File: src/rtl/pwsfd_pkg.sv
// pwsfd_pkg: shared types and constants for the pulse width sensor frame decoder
// phase codes, word status codes, register indexes and register reset values
// no dependencies
package pwsfd_pkg;

  localparam int CFG_W     = 16;
  localparam int CFG_IDX_W = 3;
  localparam int PHASE_W   = 3;
  localparam int COUNT_W   = 5;
  localparam int STATUS_W  = 3;
  localparam int HUM_W     = 16;
  localparam int TEMP_W    = 16;
  localparam int CSUM_W    = 8;

  localparam logic [COUNT_W-1:0] HUM_BITS  = 5'd16;
  localparam logic [COUNT_W-1:0] TEMP_BITS = 5'd16;
  localparam logic [COUNT_W-1:0] CSUM_BITS = 5'd8;

  localparam logic [PHASE_W-1:0] PH_START = 3'd0;
  localparam logic [PHASE_W-1:0] PH_HUM   = 3'd1;
  localparam logic [PHASE_W-1:0] PH_TEMP  = 3'd2;
  localparam logic [PHASE_W-1:0] PH_CSUM  = 3'd3;
  localparam logic [PHASE_W-1:0] PH_DONE  = 3'd4;
  localparam logic [PHASE_W-1:0] PH_ERR   = 3'd5;

  localparam logic [STATUS_W-1:0] ST_RECV = 3'd0;
  localparam logic [STATUS_W-1:0] ST_OK   = 3'd1;
  localparam logic [STATUS_W-1:0] ST_BAD  = 3'd2;
  localparam logic [STATUS_W-1:0] ST_TIME = 3'd3;
  localparam logic [STATUS_W-1:0] ST_IGN  = 3'd4;

  localparam logic [CFG_IDX_W-1:0] REG_START_MIN = 3'd0;
  localparam logic [CFG_IDX_W-1:0] REG_START_MAX = 3'd1;
  localparam logic [CFG_IDX_W-1:0] REG_ONE_MIN   = 3'd2;
  localparam logic [CFG_IDX_W-1:0] REG_ONE_MAX   = 3'd3;
  localparam logic [CFG_IDX_W-1:0] REG_ZERO_MIN  = 3'd4;

  localparam logic [CFG_W-1:0] START_MIN_RST = 16'd129;
  localparam logic [CFG_W-1:0] START_MAX_RST = 16'd180;
  localparam logic [CFG_W-1:0] ONE_MIN_RST   = 16'd101;
  localparam logic [CFG_W-1:0] ONE_MAX_RST   = 16'd160;
  localparam logic [CFG_W-1:0] ZERO_MIN_RST  = 16'd68;

  typedef struct packed {
    logic [CFG_W-1:0] start_min_us;
    logic [CFG_W-1:0] start_max_us;
    logic [CFG_W-1:0] one_min_us;
    logic [CFG_W-1:0] one_max_us;
    logic [CFG_W-1:0] zero_min_us;
  } cfg_t;

endpackage

File: src/rtl/pulse_width_sensor_frame_decoder_top.sv
// pulse_width_sensor_frame_decoder_top: decodes interval words into a sensor frame
// start window check, bit classification, shift registers and checksum compare
// depends on pwsfd_pkg
//
//  channel | handshake                   | payload
//  --------+-----------------------------+-------------------------------------------
//  in      | in_valid / in_ready         | op, interval_us
//  out     | out_valid / out_ready       | status, humidity_raw, temperature_raw,
//          |                             | checksum_raw
//  cfg     | cfg_write                   | cfg_index, cfg_data
//
// one word per cycle while in_ready is high; the result is registered on acceptance
// the whole decode is one compare-and-shift stage between the word and the result register
// in_ready is high while the result register is empty or being taken in the same cycle
// reset clears phase, bit count, shift registers and out_valid; registers get reset values
// an output stall holds the result and stalls the input only while it lasts
module pulse_width_sensor_frame_decoder_top
  import pwsfd_pkg::*;
#(
  parameter int INTERVAL_BITS = 16
) (
  input  logic                     clk,
  input  logic                     rst,
  input  logic                     in_valid,
  output logic                     in_ready,
  input  logic                     op,
  input  logic [INTERVAL_BITS-1:0] interval_us,
  output logic                     out_valid,
  input  logic                     out_ready,
  output logic [STATUS_W-1:0]      status,
  output logic [HUM_W-1:0]         humidity_raw,
  output logic [TEMP_W-1:0]        temperature_raw,
  output logic [CSUM_W-1:0]        checksum_raw,
  input  logic                     cfg_write,
  input  logic [CFG_IDX_W-1:0]     cfg_index,
  input  logic [CFG_W-1:0]         cfg_data
);

  localparam int CMP_W = (INTERVAL_BITS > CFG_W) ? INTERVAL_BITS : CFG_W;

  cfg_t                cfg;
  logic [PHASE_W-1:0]  phase, phase_next;
  logic [COUNT_W-1:0]  bit_count, bit_count_next, count_inc;
  logic [HUM_W-1:0]    humidity_shift, humidity_next;
  logic [TEMP_W-1:0]   temperature_shift, temperature_next;
  logic [CSUM_W-1:0]   checksum_shift, checksum_next;
  logic [STATUS_W-1:0] status_next;
  logic                accept;

  logic [CMP_W-1:0]    t, start_min, start_max, one_min, one_max, zero_min;
  logic                start_hit, is_one, is_zero, bit_val;
  logic [CSUM_W-1:0]   byte_sum;

  assign in_ready = !out_valid || out_ready;
  assign accept   = in_valid && in_ready;

  // configuration registers
  always_ff @(posedge clk) begin
    if (rst) begin
      cfg.start_min_us <= START_MIN_RST;
      cfg.start_max_us <= START_MAX_RST;
      cfg.one_min_us   <= ONE_MIN_RST;
      cfg.one_max_us   <= ONE_MAX_RST;
      cfg.zero_min_us  <= ZERO_MIN_RST;
    end else if (cfg_write) begin
      case (cfg_index)
        REG_START_MIN: cfg.start_min_us <= cfg_data;
        REG_START_MAX: cfg.start_max_us <= cfg_data;
        REG_ONE_MIN:   cfg.one_min_us   <= cfg_data;
        REG_ONE_MAX:   cfg.one_max_us   <= cfg_data;
        REG_ZERO_MIN:  cfg.zero_min_us  <= cfg_data;
        default: ;
      endcase
    end
  end

  // interval classification
  assign t         = CMP_W'(interval_us);
  assign start_min = CMP_W'(cfg.start_min_us);
  assign start_max = CMP_W'(cfg.start_max_us);
  assign one_min   = CMP_W'(cfg.one_min_us);
  assign one_max   = CMP_W'(cfg.one_max_us);
  assign zero_min  = CMP_W'(cfg.zero_min_us);

  assign start_hit = (t >= start_min) && (t <= start_max);
  assign is_one    = (t >= one_min) && (t < one_max);
  assign is_zero   = (t >= zero_min) && (t < one_min);
  assign bit_val   = is_one;
  assign count_inc = bit_count + COUNT_W'(1);

  assign byte_sum = humidity_shift[HUM_W-1 -: CSUM_W] + humidity_shift[CSUM_W-1:0]
                  + temperature_shift[TEMP_W-1 -: CSUM_W] + temperature_shift[CSUM_W-1:0];

  always_comb begin
    phase_next       = phase;
    bit_count_next   = bit_count;
    humidity_next    = humidity_shift;
    temperature_next = temperature_shift;
    checksum_next    = checksum_shift;
    status_next      = ST_RECV;
    if (op) begin
      phase_next     = PH_START;
      bit_count_next = '0;
    end else begin
      case (phase)
        PH_START: begin
          if (start_hit) begin
            phase_next     = PH_HUM;
            bit_count_next = '0;
          end else begin
            phase_next  = PH_ERR;
            status_next = ST_TIME;
          end
        end
        PH_HUM, PH_TEMP, PH_CSUM: begin
          if (!is_one && !is_zero) begin
            phase_next  = PH_ERR;
            status_next = ST_TIME;
          end else begin
            bit_count_next = count_inc;
            if (phase == PH_HUM) begin
              humidity_next = {humidity_shift[HUM_W-2:0], bit_val};
              if (count_inc >= HUM_BITS) begin
                bit_count_next = '0;
                phase_next     = PH_TEMP;
              end
            end else if (phase == PH_TEMP) begin
              temperature_next = {temperature_shift[TEMP_W-2:0], bit_val};
              if (count_inc >= TEMP_BITS) begin
                bit_count_next = '0;
                phase_next     = PH_CSUM;
              end
            end else begin
              checksum_next = {checksum_shift[CSUM_W-2:0], bit_val};
              if (count_inc >= CSUM_BITS) begin
                status_next    = (byte_sum == checksum_next) ? ST_OK : ST_BAD;
                bit_count_next = '0;
                phase_next     = PH_DONE;
              end
            end
          end
        end
        default: begin
          status_next = ST_IGN;
        end
      endcase
    end
  end

  // decoder state
  always_ff @(posedge clk) begin
    if (rst) begin
      phase             <= PH_START;
      bit_count         <= '0;
      humidity_shift    <= '0;
      temperature_shift <= '0;
      checksum_shift    <= '0;
    end else if (accept) begin
      phase             <= phase_next;
      bit_count         <= bit_count_next;
      humidity_shift    <= humidity_next;
      temperature_shift <= temperature_next;
      checksum_shift    <= checksum_next;
    end
  end

  // result register
  always_ff @(posedge clk) begin
    if (rst) begin
      out_valid <= 1'b0;
    end else if (accept) begin
      out_valid <= 1'b1;
    end else if (out_ready) begin
      out_valid <= 1'b0;
    end
  end

  always_ff @(posedge clk) begin
    if (accept) begin
      status          <= status_next;
      humidity_raw    <= humidity_next;
      temperature_raw <= temperature_next;
      checksum_raw    <= checksum_next;
    end
  end

  a_count_range: assert property (@(posedge clk) disable iff (rst)
    bit_count < HUM_BITS)
    else $error("bit count out of range");

  a_csum_count: assert property (@(posedge clk) disable iff (rst)
    phase == PH_CSUM |-> bit_count < CSUM_BITS)
    else $error("checksum bit count out of range");

  a_start_count: assert property (@(posedge clk) disable iff (rst)
    phase == PH_START |-> bit_count == '0)
    else $error("bit count not cleared while waiting for start");

  a_frame_end: assert property (@(posedge clk) disable iff (rst)
    out_valid && (status == ST_OK || status == ST_BAD) |-> phase == PH_DONE)
    else $error("frame result without done phase");

  a_timing_err: assert property (@(posedge clk) disable iff (rst)
    out_valid && status == ST_TIME |-> phase == PH_ERR)
    else $error("timing error result without error phase");

  a_stall_hold: assert property (@(posedge clk) disable iff (rst)
    out_valid && !out_ready |=> out_valid && $stable(phase))
    else $error("state moved while result stalled");

endmodule
File: config.mk
export PLATFORM = sky130hd
export DESIGN_NAME = pulse_width_sensor_frame_decoder_top
export DESIGN_NICKNAME = d
export VERILOG_FILES = /design/src/rtl/pwsfd_pkg.sv /design/src/rtl/pulse_width_sensor_frame_decoder_top.sv
export SDC_FILE = /design/constraint.sdc
export NUM_CORES = 1
export LEC_CHECK = 0
export BUFFER_PORTS_ARGS = -buffer_cell sky130_fd_sc_hd__buf_4
export CAP_MARGIN = 25
export CORE_MARGIN = 1
export CORE_UTILIZATION = 25
export DETAILED_ROUTE_END_ITERATION = 12
export GPL_TIMING_DRIVEN = 0
export HOLD_SLACK_MARGIN = 0.05
export PLACE_DENSITY = 0.48
export SYNTH_ARGS = -nofsm -noshare
export SYNTH_HDL_FRONTEND = slang
export SYNTH_SLANG_ARGS = --single-unit
File: constraint.sdc
create_clock -name clk -period 4.6 [get_ports clk]
set_clock_uncertainty 0.05 [all_clocks]
set_input_delay 0.23 -clock clk [delete_from_list [all_inputs] [get_ports clk]]
set_output_delay 0.23 -clock clk [all_outputs]
set_load 0.1 [all_outputs]
-- Yosys cells after proc, flatten, opt, wreduce, memory -nomap -nowiden
Cells that the tools add are included.
- bits in registers: 172
- output and inout bits: 45
- logic and storage cells: 101
- $add $sub $neg: 4
- $lt $le $gt $ge: 8
- equal/unequal tests: 13
- mux-type cells: 40
- reductions and logical operators: 21
- operator list (kind ; count):
    2-to-1 mux 16 bit ; 9
    >= comparator 16 bit ; 3
    2-to-1 mux 8 bit ; 5
    2-to-1 mux 5 bit ; 7
    less-than comparator 16 bit ; 2
    adder 8 bit ; 3
    2-to-1 mux 3 bit ; 8
    <= comparator 16 bit ; 1
    equality test 3 x 2 -> 1 bit (second input constant) ; 4
    2-to-1 mux 2 bit ; 6
    one-hot mux 3 bit (2 select lines) ; 2
    inequality test 5 bit (second input constant) ; 2
    one-hot mux 5 bit (2 select lines) ; 1
    AND reduction 2 bit ; 5
    equality test 8 bit ; 1
    equality test 3 x 1 -> 1 bit (second input constant) ; 2
    zero test 3 bit ; 2
    inequality test 3 bit (second input constant) ; 2
    inequality test 6 bit (second input constant) ; 1
    adder 5 x 1 -> 5 bit (second input constant) ; 1
    >= comparator 5 x 4 -> 1 bit (second input constant) ; 1
    >= comparator 5 bit (second input constant) ; 1
    logical AND 1 bit ; 5
    AND reduction 5 bit ; 1
    other kinds (8) ; 11

-- Longest topological paths before layout
Gate-level depths: netlist of run 1.
- depth after elaboration: 10
- mapped depth: 13

-- Worst setup path after synthesis of run 1
Ideal clock, no wire load.
- kind: register to register
- start point: register out_valid
- end point: register humidity_shift[0]
- setup time: 0.128 ns
- arrival: 4.500 ns
- required time: 4.422 ns
- setup slack: -0.078 ns
- stages on the path, launching flop included: 9
- buffers on the path: 2
- cell sequence: dfxtp_1 > nand2b_1 > nand2_1 > inv_1 > clkbuf_1 > nand4_2 > buf_2 > a32oi_1 > nor2_1
- cells in the longest elaborated chain, start to end: 3
- RTL lines (element ; line ; text):
    from (decl) ; pulse_width_sensor_frame_decoder_top.sv:28 ; output logic out_valid,
    from (signal assigned) ; pulse_width_sensor_frame_decoder_top.sv:170 ; out_valid <= 1'b0;
    from (signal assigned) ; pulse_width_sensor_frame_decoder_top.sv:172 ; out_valid <= 1'b1;
    from (signal assigned) ; pulse_width_sensor_frame_decoder_top.sv:174 ; out_valid <= 1'b0;
    zero test 1 bit ; pulse_width_sensor_frame_decoder_top.sv:54 ; assign in_ready = !out_valid || out_ready;
    logical OR 1 bit ; pulse_width_sensor_frame_decoder_top.sv:54 ;
    via in_ready ; pulse_width_sensor_frame_decoder_top.sv:25 ; output logic in_ready,
    logical AND 1 bit ; pulse_width_sensor_frame_decoder_top.sv:55 ; assign accept = in_valid && in_ready;
    via accept ; pulse_width_sensor_frame_decoder_top.sv:48 ; logic accept;
    to (signal assigned) ; pulse_width_sensor_frame_decoder_top.sv:161 ; humidity_shift <= humidity_next;
    to (decl) ; pulse_width_sensor_frame_decoder_top.sv:44 ; logic [HUM_W-1:0] humidity_shift, humidity_next;
The timed path passes the listed nets, and every way through them passes these cells.
A chain may end at the register's enable or synchronous reset.

-- Worst setup path in the final report of run 1
- start point: register humidity_shift[1]
- end point: register status[1], data pin
- cells in the longest elaborated chain, start to end: 10
- RTL lines (element ; line ; text):
    adder 8 bit ; pulse_width_sensor_frame_decoder_top.sv:91 ; assign byte_sum = humidity_shift[HUM_W-1 -: CSUM_W] + humidity_shift[CSUM_W-1:0]
    adder 8 bit (2 in series) ; pulse_width_sensor_frame_decoder_top.sv:92 ; + temperature_shift[TEMP_W-1 -: CSUM_W] + temperature_shift[CSUM_W-1:0];
    equality test 8 bit ; pulse_width_sensor_frame_decoder_top.sv:136 ; status_next = (byte_sum == checksum_next) ? ST_OK : ST_BAD;
    2-to-1 mux 2 bit ; pulse_width_sensor_frame_decoder_top.sv:136 ;
    2-to-1 mux 2 bit ; pulse_width_sensor_frame_decoder_top.sv:135 ; if (count_inc >= CSUM_BITS) begin
    2-to-1 mux 2 bit ; pulse_width_sensor_frame_decoder_top.sv:127 ; end else if (phase == PH_TEMP) begin
    2-to-1 mux 2 bit ; pulse_width_sensor_frame_decoder_top.sv:121 ; if (phase == PH_HUM) begin
    2-to-1 mux 2 bit ; pulse_width_sensor_frame_decoder_top.sv:116 ; if (!is_one && !is_zero) begin
    one-hot mux 3 bit (2 select lines) ; pulse_width_sensor_frame_decoder_top.sv:105 ; case (phase)
    to (signal assigned) ; pulse_width_sensor_frame_decoder_top.sv:180 ; status <= status_next;
    to (decl) ; pulse_width_sensor_frame_decoder_top.sv:30 ; output logic [STATUS_W-1:0] status,
No other way between the ends.

==> run metrics, run 1 <==
outcome=completed; Seq/Total Area, Yosys=41.5%; Post-synth top cells=158 x nand2_1, 129 x dfxtp_1, 99 x a21oi_1, 96 x inv_1, 87 x ha_1; adder-cell share of the synthesized area=14.7%; WP buf/inv=2; CP Data Arrival Time=3650 ps; CP endpoint=status[1]; later-pin clock latency in the skew report=440 ps; GRT Total Usage=13.1%; mux cell area share after synthesis=9.08%; most used cell, CP=fa_1; stages on the worst setup path=13; EDFF count, synth=43; endpoints failing setup=0; largest net degree at the start of global routing=32; drt drc=0; Synth area leader=dfxtp_1; final hold viol count=0; Critical Path Slowest Stage Cell=fa_1; ys flop type=dfxtp_1; post-CTS sizing=0; Critical Path, Cell by Cell=fa_1 -> inv_1 -> fa_1 -> inv_1 -> ha_1 -> fa_1 -> a21oi_1 -> o21bai_1 -> a21o_1 -> a21oi_1 -> xnor2_1 -> nand3_1 -> a21o_1; XOR/XNOR Fraction of Synth Area=1.97%; r2r startpoint=humidity_shift[1]; clock-pin transition on the worst setup and hold timing paths=70 ps; # nets final=1255; share of cells above drive strength 1=15.4%; postcts setup bufs=0; RSZ-0062 raised after global routing=false; grt ovf=0; synth-to-layout area growth=21.8%; Slew @ Worst Pin=838 ps; vias per std cell=4.44; post-DP HPWL=18600 um; switching share of power=29.2%; Compound-Gate Fraction of Synth Area=12.5%; fin crit share=76.2%; Core Region=36700 sq um; Netlist Area Pre-Place=9330 sq um; number of global-route vias before repair=6979; die area=38100 sq um; Clock Tree Buf Depth=2; endpoint of the worst register-to-register path=status[1]; required time of the critical path=4740 ps; IO Pins=86; pwr dens=322 nW/um^2; number of buffers created by CTS=17; initial drt markers=428; startpoint types=flop; Hold Buf Count CTS=18; Max-slew headroom=42.7%; slowest stage delay, CP=540 ps; power share of the sequential group=43.9%; Die Wd=195 um; maximum clock rate=285 MHz; Multi-input gate area=4920 sq um; Total Wirelength=24000 um; diode count=0; first-pass GRT wire length=38700 um; Vias=7071; simple-gate share of the synthesized area=14.5%; Top delay family on crit path=adder cells; Reg area=3870 sq um; Synth area leaders=dfxtp_1 28%, edfxtp_1 14%, ha_1 12%; row count=70; final core occ=31.0%; Routed Antenna Nets=0; CTS tree=built; setup total negative slack=0 ps; largest family of logic cells by synthesized area=adder cells; GP Congestion=0.797; Pre-antenna DRT Iters=6; htree depth=4; flops & latches, synth=172; r2r setup slk=1090 ps; Max Cap Violations=0; cell with the most instances after synthesis=nand2_1; P_sw=1070 uW; Syn Nets=1132; Post-DP Area=10600 sq um; Port Buf Inserts=84; die height=195 um; Worst setup startpoint=humidity_shift[1]; post-synth top area share=27.7%; CTS sink cnt=172; worst-path fanout max=5; wire per inst=15.1 um; synthesized area per cell=9.42 sq um; endpoint class of the critical path=flop; Leakage=0.00480 uW; Synth cell types=59; Clock Power Share=41.7%; Post-synth ARST share=0%; Final min period=3510 ps; final slew viol count=0; Crit Path Class=flop to flop; Mapped Cells=990; root buffer cell=clkbuf_16; Fillers=3830; FF-to-FF path depth=13; YS warnings=0; cell area after layout=11400 sq um; maximum VDD drop=260 uV; Starting Density=25.4%; Hold Crit Class=primary input to flop; initial antenna violation count=0; Pint=2590 uW; combinational share of power=14.4%
registers in the layout, indices dropped and copies added (netlist names):
register / flops
humidity_raw: 16
humidity_shift: 16
one_max: 16
one_min: 16
start_max: 16
start_min: 16
temperature_raw: 16
temperature_shift: 16
zero_min: 16
checksum_raw: 8
checksum_shift: 8
bit_count: 5
phase: 3
status: 3
out_valid: 1
routing by layer:
layer | share of wire [%] | up-vias | track usage, %
li1 | - | 3661 | -
met1 | 51 | 3298 | 18.4
met2 | 45 | 92 | 20.8
met3 | 2.9 | 20 | 2.07
met4 | 1.3 | 0 | 3.79
met5 | 0 | - | 0
layout make-up:
type | instances | area share, %
buffer | 37 | 1.53
inverter | 96 | 3.17
clock buffer | 18 | 3.87
clock inverter | 14 | 1.51
tap | 468 | 5.15
timing repair buffer | 104 | 7.38
sequential | 172 | 34.1
multi-input combinational | 685 | 43.3
worst reg2reg max path: cells and delay by family (launching register included):
family / cells / cell delay (ps)
flip-flops: 1 / 360
adder cells (fa/ha/maj): 4 / 1650
XOR/XNOR: 1 / 150
AO/OA/AOI/OAI: 5 / 810
buffers and inverters: 2 / 100
AND/OR/NAND/NOR: 1 / 150
cell families after synthesis:
| logic type | count (synthesis) |
|---|---|
| buf+inv | 133 |
| fa+ha+maj | 101 |
| compound gates | 187 |
| simple gates | 302 |
| mux | 74 |
| flops | 172 |
| xor+xnor | 21 |
power by group through the flow:
stage / clock (uW) / combinational [uW] / sequential [uW]
floorplan: 0 / 215 / 1780
global placement: 0 / 513 / 1640
detailed placement: 0 / 520 / 1640
CTS: 1570 / 534 / 1610
global route: 1620 / 576 / 1610
finish: 1520 / 528 / 1610
how the worst min path moves through the flow:
stage	from	endpoint	depth (start not counted)
floorplan	cfg_data[2]	one_min[2]	1
global placement	one_max[0]	one_max[0]	2
detailed placement	one_max[11]	one_max[11]	2
CTS	cfg_index[0]	one_min[4]	4
global route	rst	bit_count[2]	3
finish	cfg_index[0]	one_min[4]	4
metrics by stage:
step | cells | hold WS (ps) | setup slack, ps | total power, uW
after global routing | 1594 | 225 | 877 | 3800
after floorplan | 990 | 298 | 689 | 1990
after detailed placement | 1543 | 396 | 1070 | 2160
after CTS | 1593 | 201 | 1070 | 3710
after global placement | 1542 | 391 | 1020 | 2160
final | 1594 | 209 | 1090 | 3660
placed cells by master, fill, tap and decap left out, drive strengths merged, types with 6 or more instances in the layout:
| cell type | n |
|---|---|
| inv | 106 |
| nand2 | 161 |
| o21ai | 20 |
| fa | 14 |
| dfxtp | 129 |
| nand3 | 12 |
| nand3b | 8 |
| buf | 90 |
| clkbuf | 51 |
| edfxtp | 43 |
| nor2 | 72 |
| a211o | 9 |
| dlygate4sd3 | 18 |
| o21bai | 6 |
| xnor2 | 17 |
| nand4 | 18 |
| nor3 | 6 |
| mux2i | 37 |
| a21o | 11 |
| a211oi | 9 |
| ha | 87 |
| a21oi | 99 |
| mux2 | 37 |
(Power assumes the default switching activity.)
==> run 2, diff against run 1 <==
Settings changed: PLACE_DENSITY 0.48 to 0.5.
Clock period 4.6 ns to 3.2 ns, I/O delays scaled along.
==> run 2 against run 1 <==
  * The run now ends with setup timing left
  * Critical path type unchanged
  * Count of clock-buffer cells in the layout fell by 1
  * Sequential share of layout area fell by 0.73 points
  * Hold slack got worse by 55 ps
==> run metrics, run 2 (synthesis gave the netlist of run 1 again) <==
Port Buf Inserts=84 (unchanged); drt drc=0 (unchanged); final hold viol count=0 (unchanged); number of buffers created by CTS=17 (unchanged); commonest non-fill, non-tap cell in the layout=nand2_1; Pre-antenna DRT Iters=4 (-2); later-pin clock latency in the skew report=440 ps (about the same); # nets final=1266 (+0.88%); outcome=complete, but fails checks; root buffer cell=clkbuf_16; pwr dens=461 nW/um^2 (+43%); CP Data Arrival Time=3470 ps (-180 ps); Final Power=5380 uW (+47%); clock-pin transition on the worst setup and hold timing paths=70 ps (about the same); die height=195 um (unchanged); Core Region=36700 sq um (unchanged); IO Pins=86 (unchanged); Fillers=3787 (-1.1%); maximum VDD drop=336 uV (+30%); Die Wd=195 um (unchanged); vias per std cell=4.54 (+2.2%); Crit Path Class=flop to flop; RSZ-0062 raised after global routing=true; CTS sink cnt=172 (unchanged); Max-slew headroom=37.4% (-5.2 points); Vias=7279 (+2.9%); Post-DP Area=10600 sq um (+0.17%); final setup margin=-135 ps (-1230 ps); cell area after layout=11700 sq um (+2.6%); required time of the critical path=3340 ps (-1400 ps); endpoint class of the critical path=flop; Clock Tree Buf Depth=2 (unchanged); fin crit share=104% (+28 points); row count=70 (unchanged); CTS tree=built; die area=38100 sq um (unchanged); Slew @ Worst Pin=931 ps (+93.0 ps); initial antenna violation count=0 (unchanged); wire per inst=15.5 um (+2.6%); Multi-input gate area=5040 sq um (+2.4%); largest net degree at the start of global routing=31 (-3.1%); Leakage=0.00491 uW (+2.3%); initial drt markers=366 (-14%); failing checks=setup timing; GRT Total Usage=13.3% (+0.14 points); Routed Antenna Nets=0 (unchanged); final slew viol count=0 (unchanged); first-pass GRT wire length=38900 um (+0.53%); synth-to-layout area growth=25.0%; post-DP HPWL=18600 um (about the same); worst-path fanout max=2 (-3); number of global-route vias before repair=7089 (+1.6%); htree depth=4 (unchanged); Hold Crit Class=primary input to flop; grt ovf=0 (unchanged); Starting Density=25.4% (unchanged); share of cells above drive strength 1=18.4% (+3.0 points); diode count=0 (unchanged); Reg area=3890 sq um (+0.39%); Total Wirelength=24800 um (+3.3%); endpoints failing setup=2 (+2); maximum clock rate=300 MHz (+5.1%); startpoint types=flop; GP Congestion=0.845 (+6.0%); commonest cells after routing, fill and taps aside=157 x nand2_1, 121 x dfxtp_1, 96 x inv_1; Max Cap Violations=0 (unchanged); Final min period=3340 ps (-171 ps)
[run 2: area by class of cell]
cell class / count / area share (%)
Buffer: 37 / 1.64
Inverter: 96 / 3.09
Multi-Input combinational cell: 685 / 43.2
Tap cell: 468 / 5.02
Clock buffer: 17 / 3.65
Timing Repair Buffer: 115 / 8.20
Sequential cell: 172 / 33.4
Clock inverter: 15 / 1.79
[run 2: per-stage QoR]
step / cells / hold slack (ps) / setup TNS [ps] / utilization [%] / setup WS (ps)
final: 1605 / 153 / -243 / 31.8 / -135
after global routing: 1605 / 167 / -553 / 31.8 / -281
after CTS: 1598 / 143 / -348 / 31.3 / -196
after detailed placement: 1543 / 362 / -6850 / 28.8 / -326
after global placement: 1542 / 360 / -4230 / 28.8 / -305
after floorplan: 990 / 228 / 0 / - / 4.11
[run 2: repair_timing]
| item | in CTS | in global routing |
|---|---|---|
| hold buffers | 18 | 0 |
| buffers inserted | 5 | 5 |
| endpoints found under the setup margin | 59 | 40 |
| gates resized for setup | 11 | 19 |
| pin swaps | 15 | 8 |
| cloned | 0 | 2 |
| endpoints found under the hold margin | 81 | 0 |
[run 2: per-layer routing]
metal / up-vias / share of wire (%) / global-route usage, %
met3: 17 / 3.0 / 2.06
met4: 0 / 1.2 / 3.82
li1: 3683 / - / -
met2: 87 / 46 / 21.4
met5: - / 0 / 0
met1: 3492 / 50 / 18.3
[run 2: where the power goes]
part / internal [uW] / total, uW / leakage (uW) / switching [uW]
clock network: 1320 / 2270 / 0.000313 / 947
logic: 253 / 797 / 0.00312 / 545
registers: 2280 / 2310 / 0.00148 / 28.2
[run 2: path summary, 6_finish.rpt]
check,startpoint,endpoint,slack (ps),depth (start not counted)
worst max-delay path,humidity_shift[9],status[1],-140,13
worst min-delay path,cfg_index[1],start_max[8],150,4
worst min register to register,one_max[0],one_max[0],400,2
worst max register to register,humidity_shift[9],status[1],-140,13
[run 2: critical path: stages, from the launching register on]
cell	delay, ps
dfxtp_4	350
fa_1	540
inv_1	50
fa_1	480
inv_1	50
ha_2	190
fa_2	360
a21oi_2	140
o21bai_1	90
a21o_1	170
a21oi_2	130
xnor2_1	150
nand3_1	170
a21o_1	190
==> run 3, diff against run 2 <==
Settings changed: RECOVER_POWER set to 100.
==> run 3 against run 2 <==
  * Largest power group unchanged
  * Register-to-register slack about the same
  * Via count is essentially flat
  * Power shrank 0.71%
  * The flow still finishes with violations (setup timing)
  * Sequential share of layout area rose by 0.60 points
  * Core utilization down 0.57 points
  * Die area stayed put
  * Sequential power about the same
  * Worst setup slack better by 3.3 ps
==> run metrics, run 3 (synthesis gave the netlist of run 1 again) <==
outcome=complete, but fails checks; failing checks=setup timing; # nets final=1266 (unchanged); wire per inst=15.5 um (about the same); pwr dens=466 nW/um^2 (+1.1%); htree depth=4 (unchanged); r2r setup slk=-130 ps (about the same); Starting Density=25.4% (unchanged); Crit Path Class=flop to flop; IO Pins=86 (unchanged); Max-slew headroom=7.43% (-30 points); GRT Total Usage=13.3% (unchanged); commonest non-fill, non-tap cell in the layout=nand2_1; Core Region=36700 sq um (unchanged); vias per std cell=4.53 (about the same); endpoints failing setup=17 (+15); endpoint class of the critical path=flop; commonest cells after routing, fill and taps aside=158 x nand2_1, 122 x dfxtp_1, 96 x inv_1; Routed Antenna Nets=0 (unchanged); fin crit share=104% (about the same); Vias=7275 (-0.055%); CTS tree=built; Hold Worst Slack=159 ps (+6.01 ps); CP Data Arrival Time=3470 ps (about the same); post-DP HPWL=18600 um (unchanged); final setup margin=-132 ps (+3.33 ps); drt drc=0 (unchanged); largest net degree at the start of global routing=31 (unchanged); final hold viol count=0 (unchanged); Leakage=0.00473 uW (-3.7%); RSZ-0062 raised after global routing=true; initial antenna violation count=0 (unchanged); Post-Layout Cell Count=1605 (unchanged); cell area after layout=11400 sq um (-1.8%); Final min period=3330 ps (-3.33 ps); required time of the critical path=3340 ps (about the same); CTS sink cnt=172 (unchanged); die height=195 um (unchanged); final slew viol count=0 (unchanged); die area=38100 sq um (unchanged); Total Wirelength=24800 um (about the same); number of buffers created by CTS=17 (unchanged); share of cells above drive strength 1=13.8% (-4.6 points); initial drt markers=348 (-4.9%); Post-DP Area=10600 sq um (unchanged); Pre-antenna DRT Iters=5 (+1); number of global-route vias before repair=7089 (unchanged); grt ovf=0 (unchanged); worst-path fanout max=2 (unchanged); row count=70 (unchanged); Slew @ Worst Pin=1390 ps (+457 ps); startpoint types=flop; Place WS=-326 ps (unchanged); GP Congestion=0.845 (unchanged); Clock Tree Buf Depth=2 (unchanged); Port Buf Inserts=84 (unchanged); diode count=0 (unchanged); first-pass GRT wire length=38900 um (unchanged); maximum clock rate=300 MHz (about the same); root buffer cell=clkbuf_16; later-pin clock latency in the skew report=440 ps (about the same); Die Wd=195 um (unchanged); Hold Crit Class=primary input to flop; clock-pin transition on the worst setup and hold timing paths=70 ps (about the same); synth-to-layout area growth=22.7%; Final Power=5340 uW (-0.71%); placed cell count=1543 (unchanged); Max Cap Violations=0 (unchanged); maximum VDD drop=336 uV (about the same)
==> run 3: metrics by stage <==
step           TNS, ps  utilization (%)
3_5_place_dp     -6850             28.8
5_1_grt         -10360             31.2
4_1_cts           -348             31.3
6_report          -725             31.2
3_3_place_gp     -4230             28.8
2_1_floorplan        0                -
==> run 3: what timing repair did <==
item | 4_1_cts | 5_1_grt
endpoints found under the hold margin | 81 | 0
endpoints found under the setup margin | 59 | 40
gates resized for setup | 11 | 19
setup buffers | 5 | 5
pin swaps | 15 | 8
hold buffers | 18 | 0
cloned | 0 | 2
==> run 3: path summary, 6_finish.rpt <==
kind	cells after the start	end	start
worst max-delay path	13	status[1]	humidity_shift[9]
worst max register to register	13	status[1]	humidity_shift[9]
worst min-delay path	4	one_min[4]	cfg_index[0]
worst min register to register	2	one_max[0]	one_max[0]
==> run 3: layer usage <==
layer / global-route usage (%) / share of wire (%) / up-vias / wire length (um)
met1: 18.3 / 50 / 3484 / 12300
met2: 21.4 / 46 / 95 / 11400
li1: - / - / 3677 / -
met3: 2.06 / 3.2 / 19 / 787
met4: 3.82 / 1.2 / 0 / 306
met5: 0 / 0 / - / 0
==> run 3: worst max-delay path, cell delays in order (launching register included) <==
cell      delay, ps
dfxtp_4         350
fa_1            540
inv_1            50
fa_1            480
inv_1            50
ha_2            180
fa_2            360
a21oi_2         140
o21bai_1         90
a21o_1          170
a21oi_2         130
xnor2_1         150
nand3_1         170
a21o_1          190
==> run 3: area by class of cell <==
cell class / count / area [sq um]
clock buffer: 17 / 425
buffer: 37 / 178
clock inverter: 15 / 209
tap: 468 / 586
multi-input combinational: 685 / 5020
inverter: 96 / 360
timing repair buffer: 115 / 776
fill: 3833 / 25300
sequential: 172 / 3890
==> run 3: power by group <==
part	leakage, uW	internal [uW]	total, uW	switching [uW]
clock network	0.000313	1320	2270	946
logic	0.00293	219	761	542
registers	0.00148	2280	2310	27.5
total	0.00473	3820	5340	1520
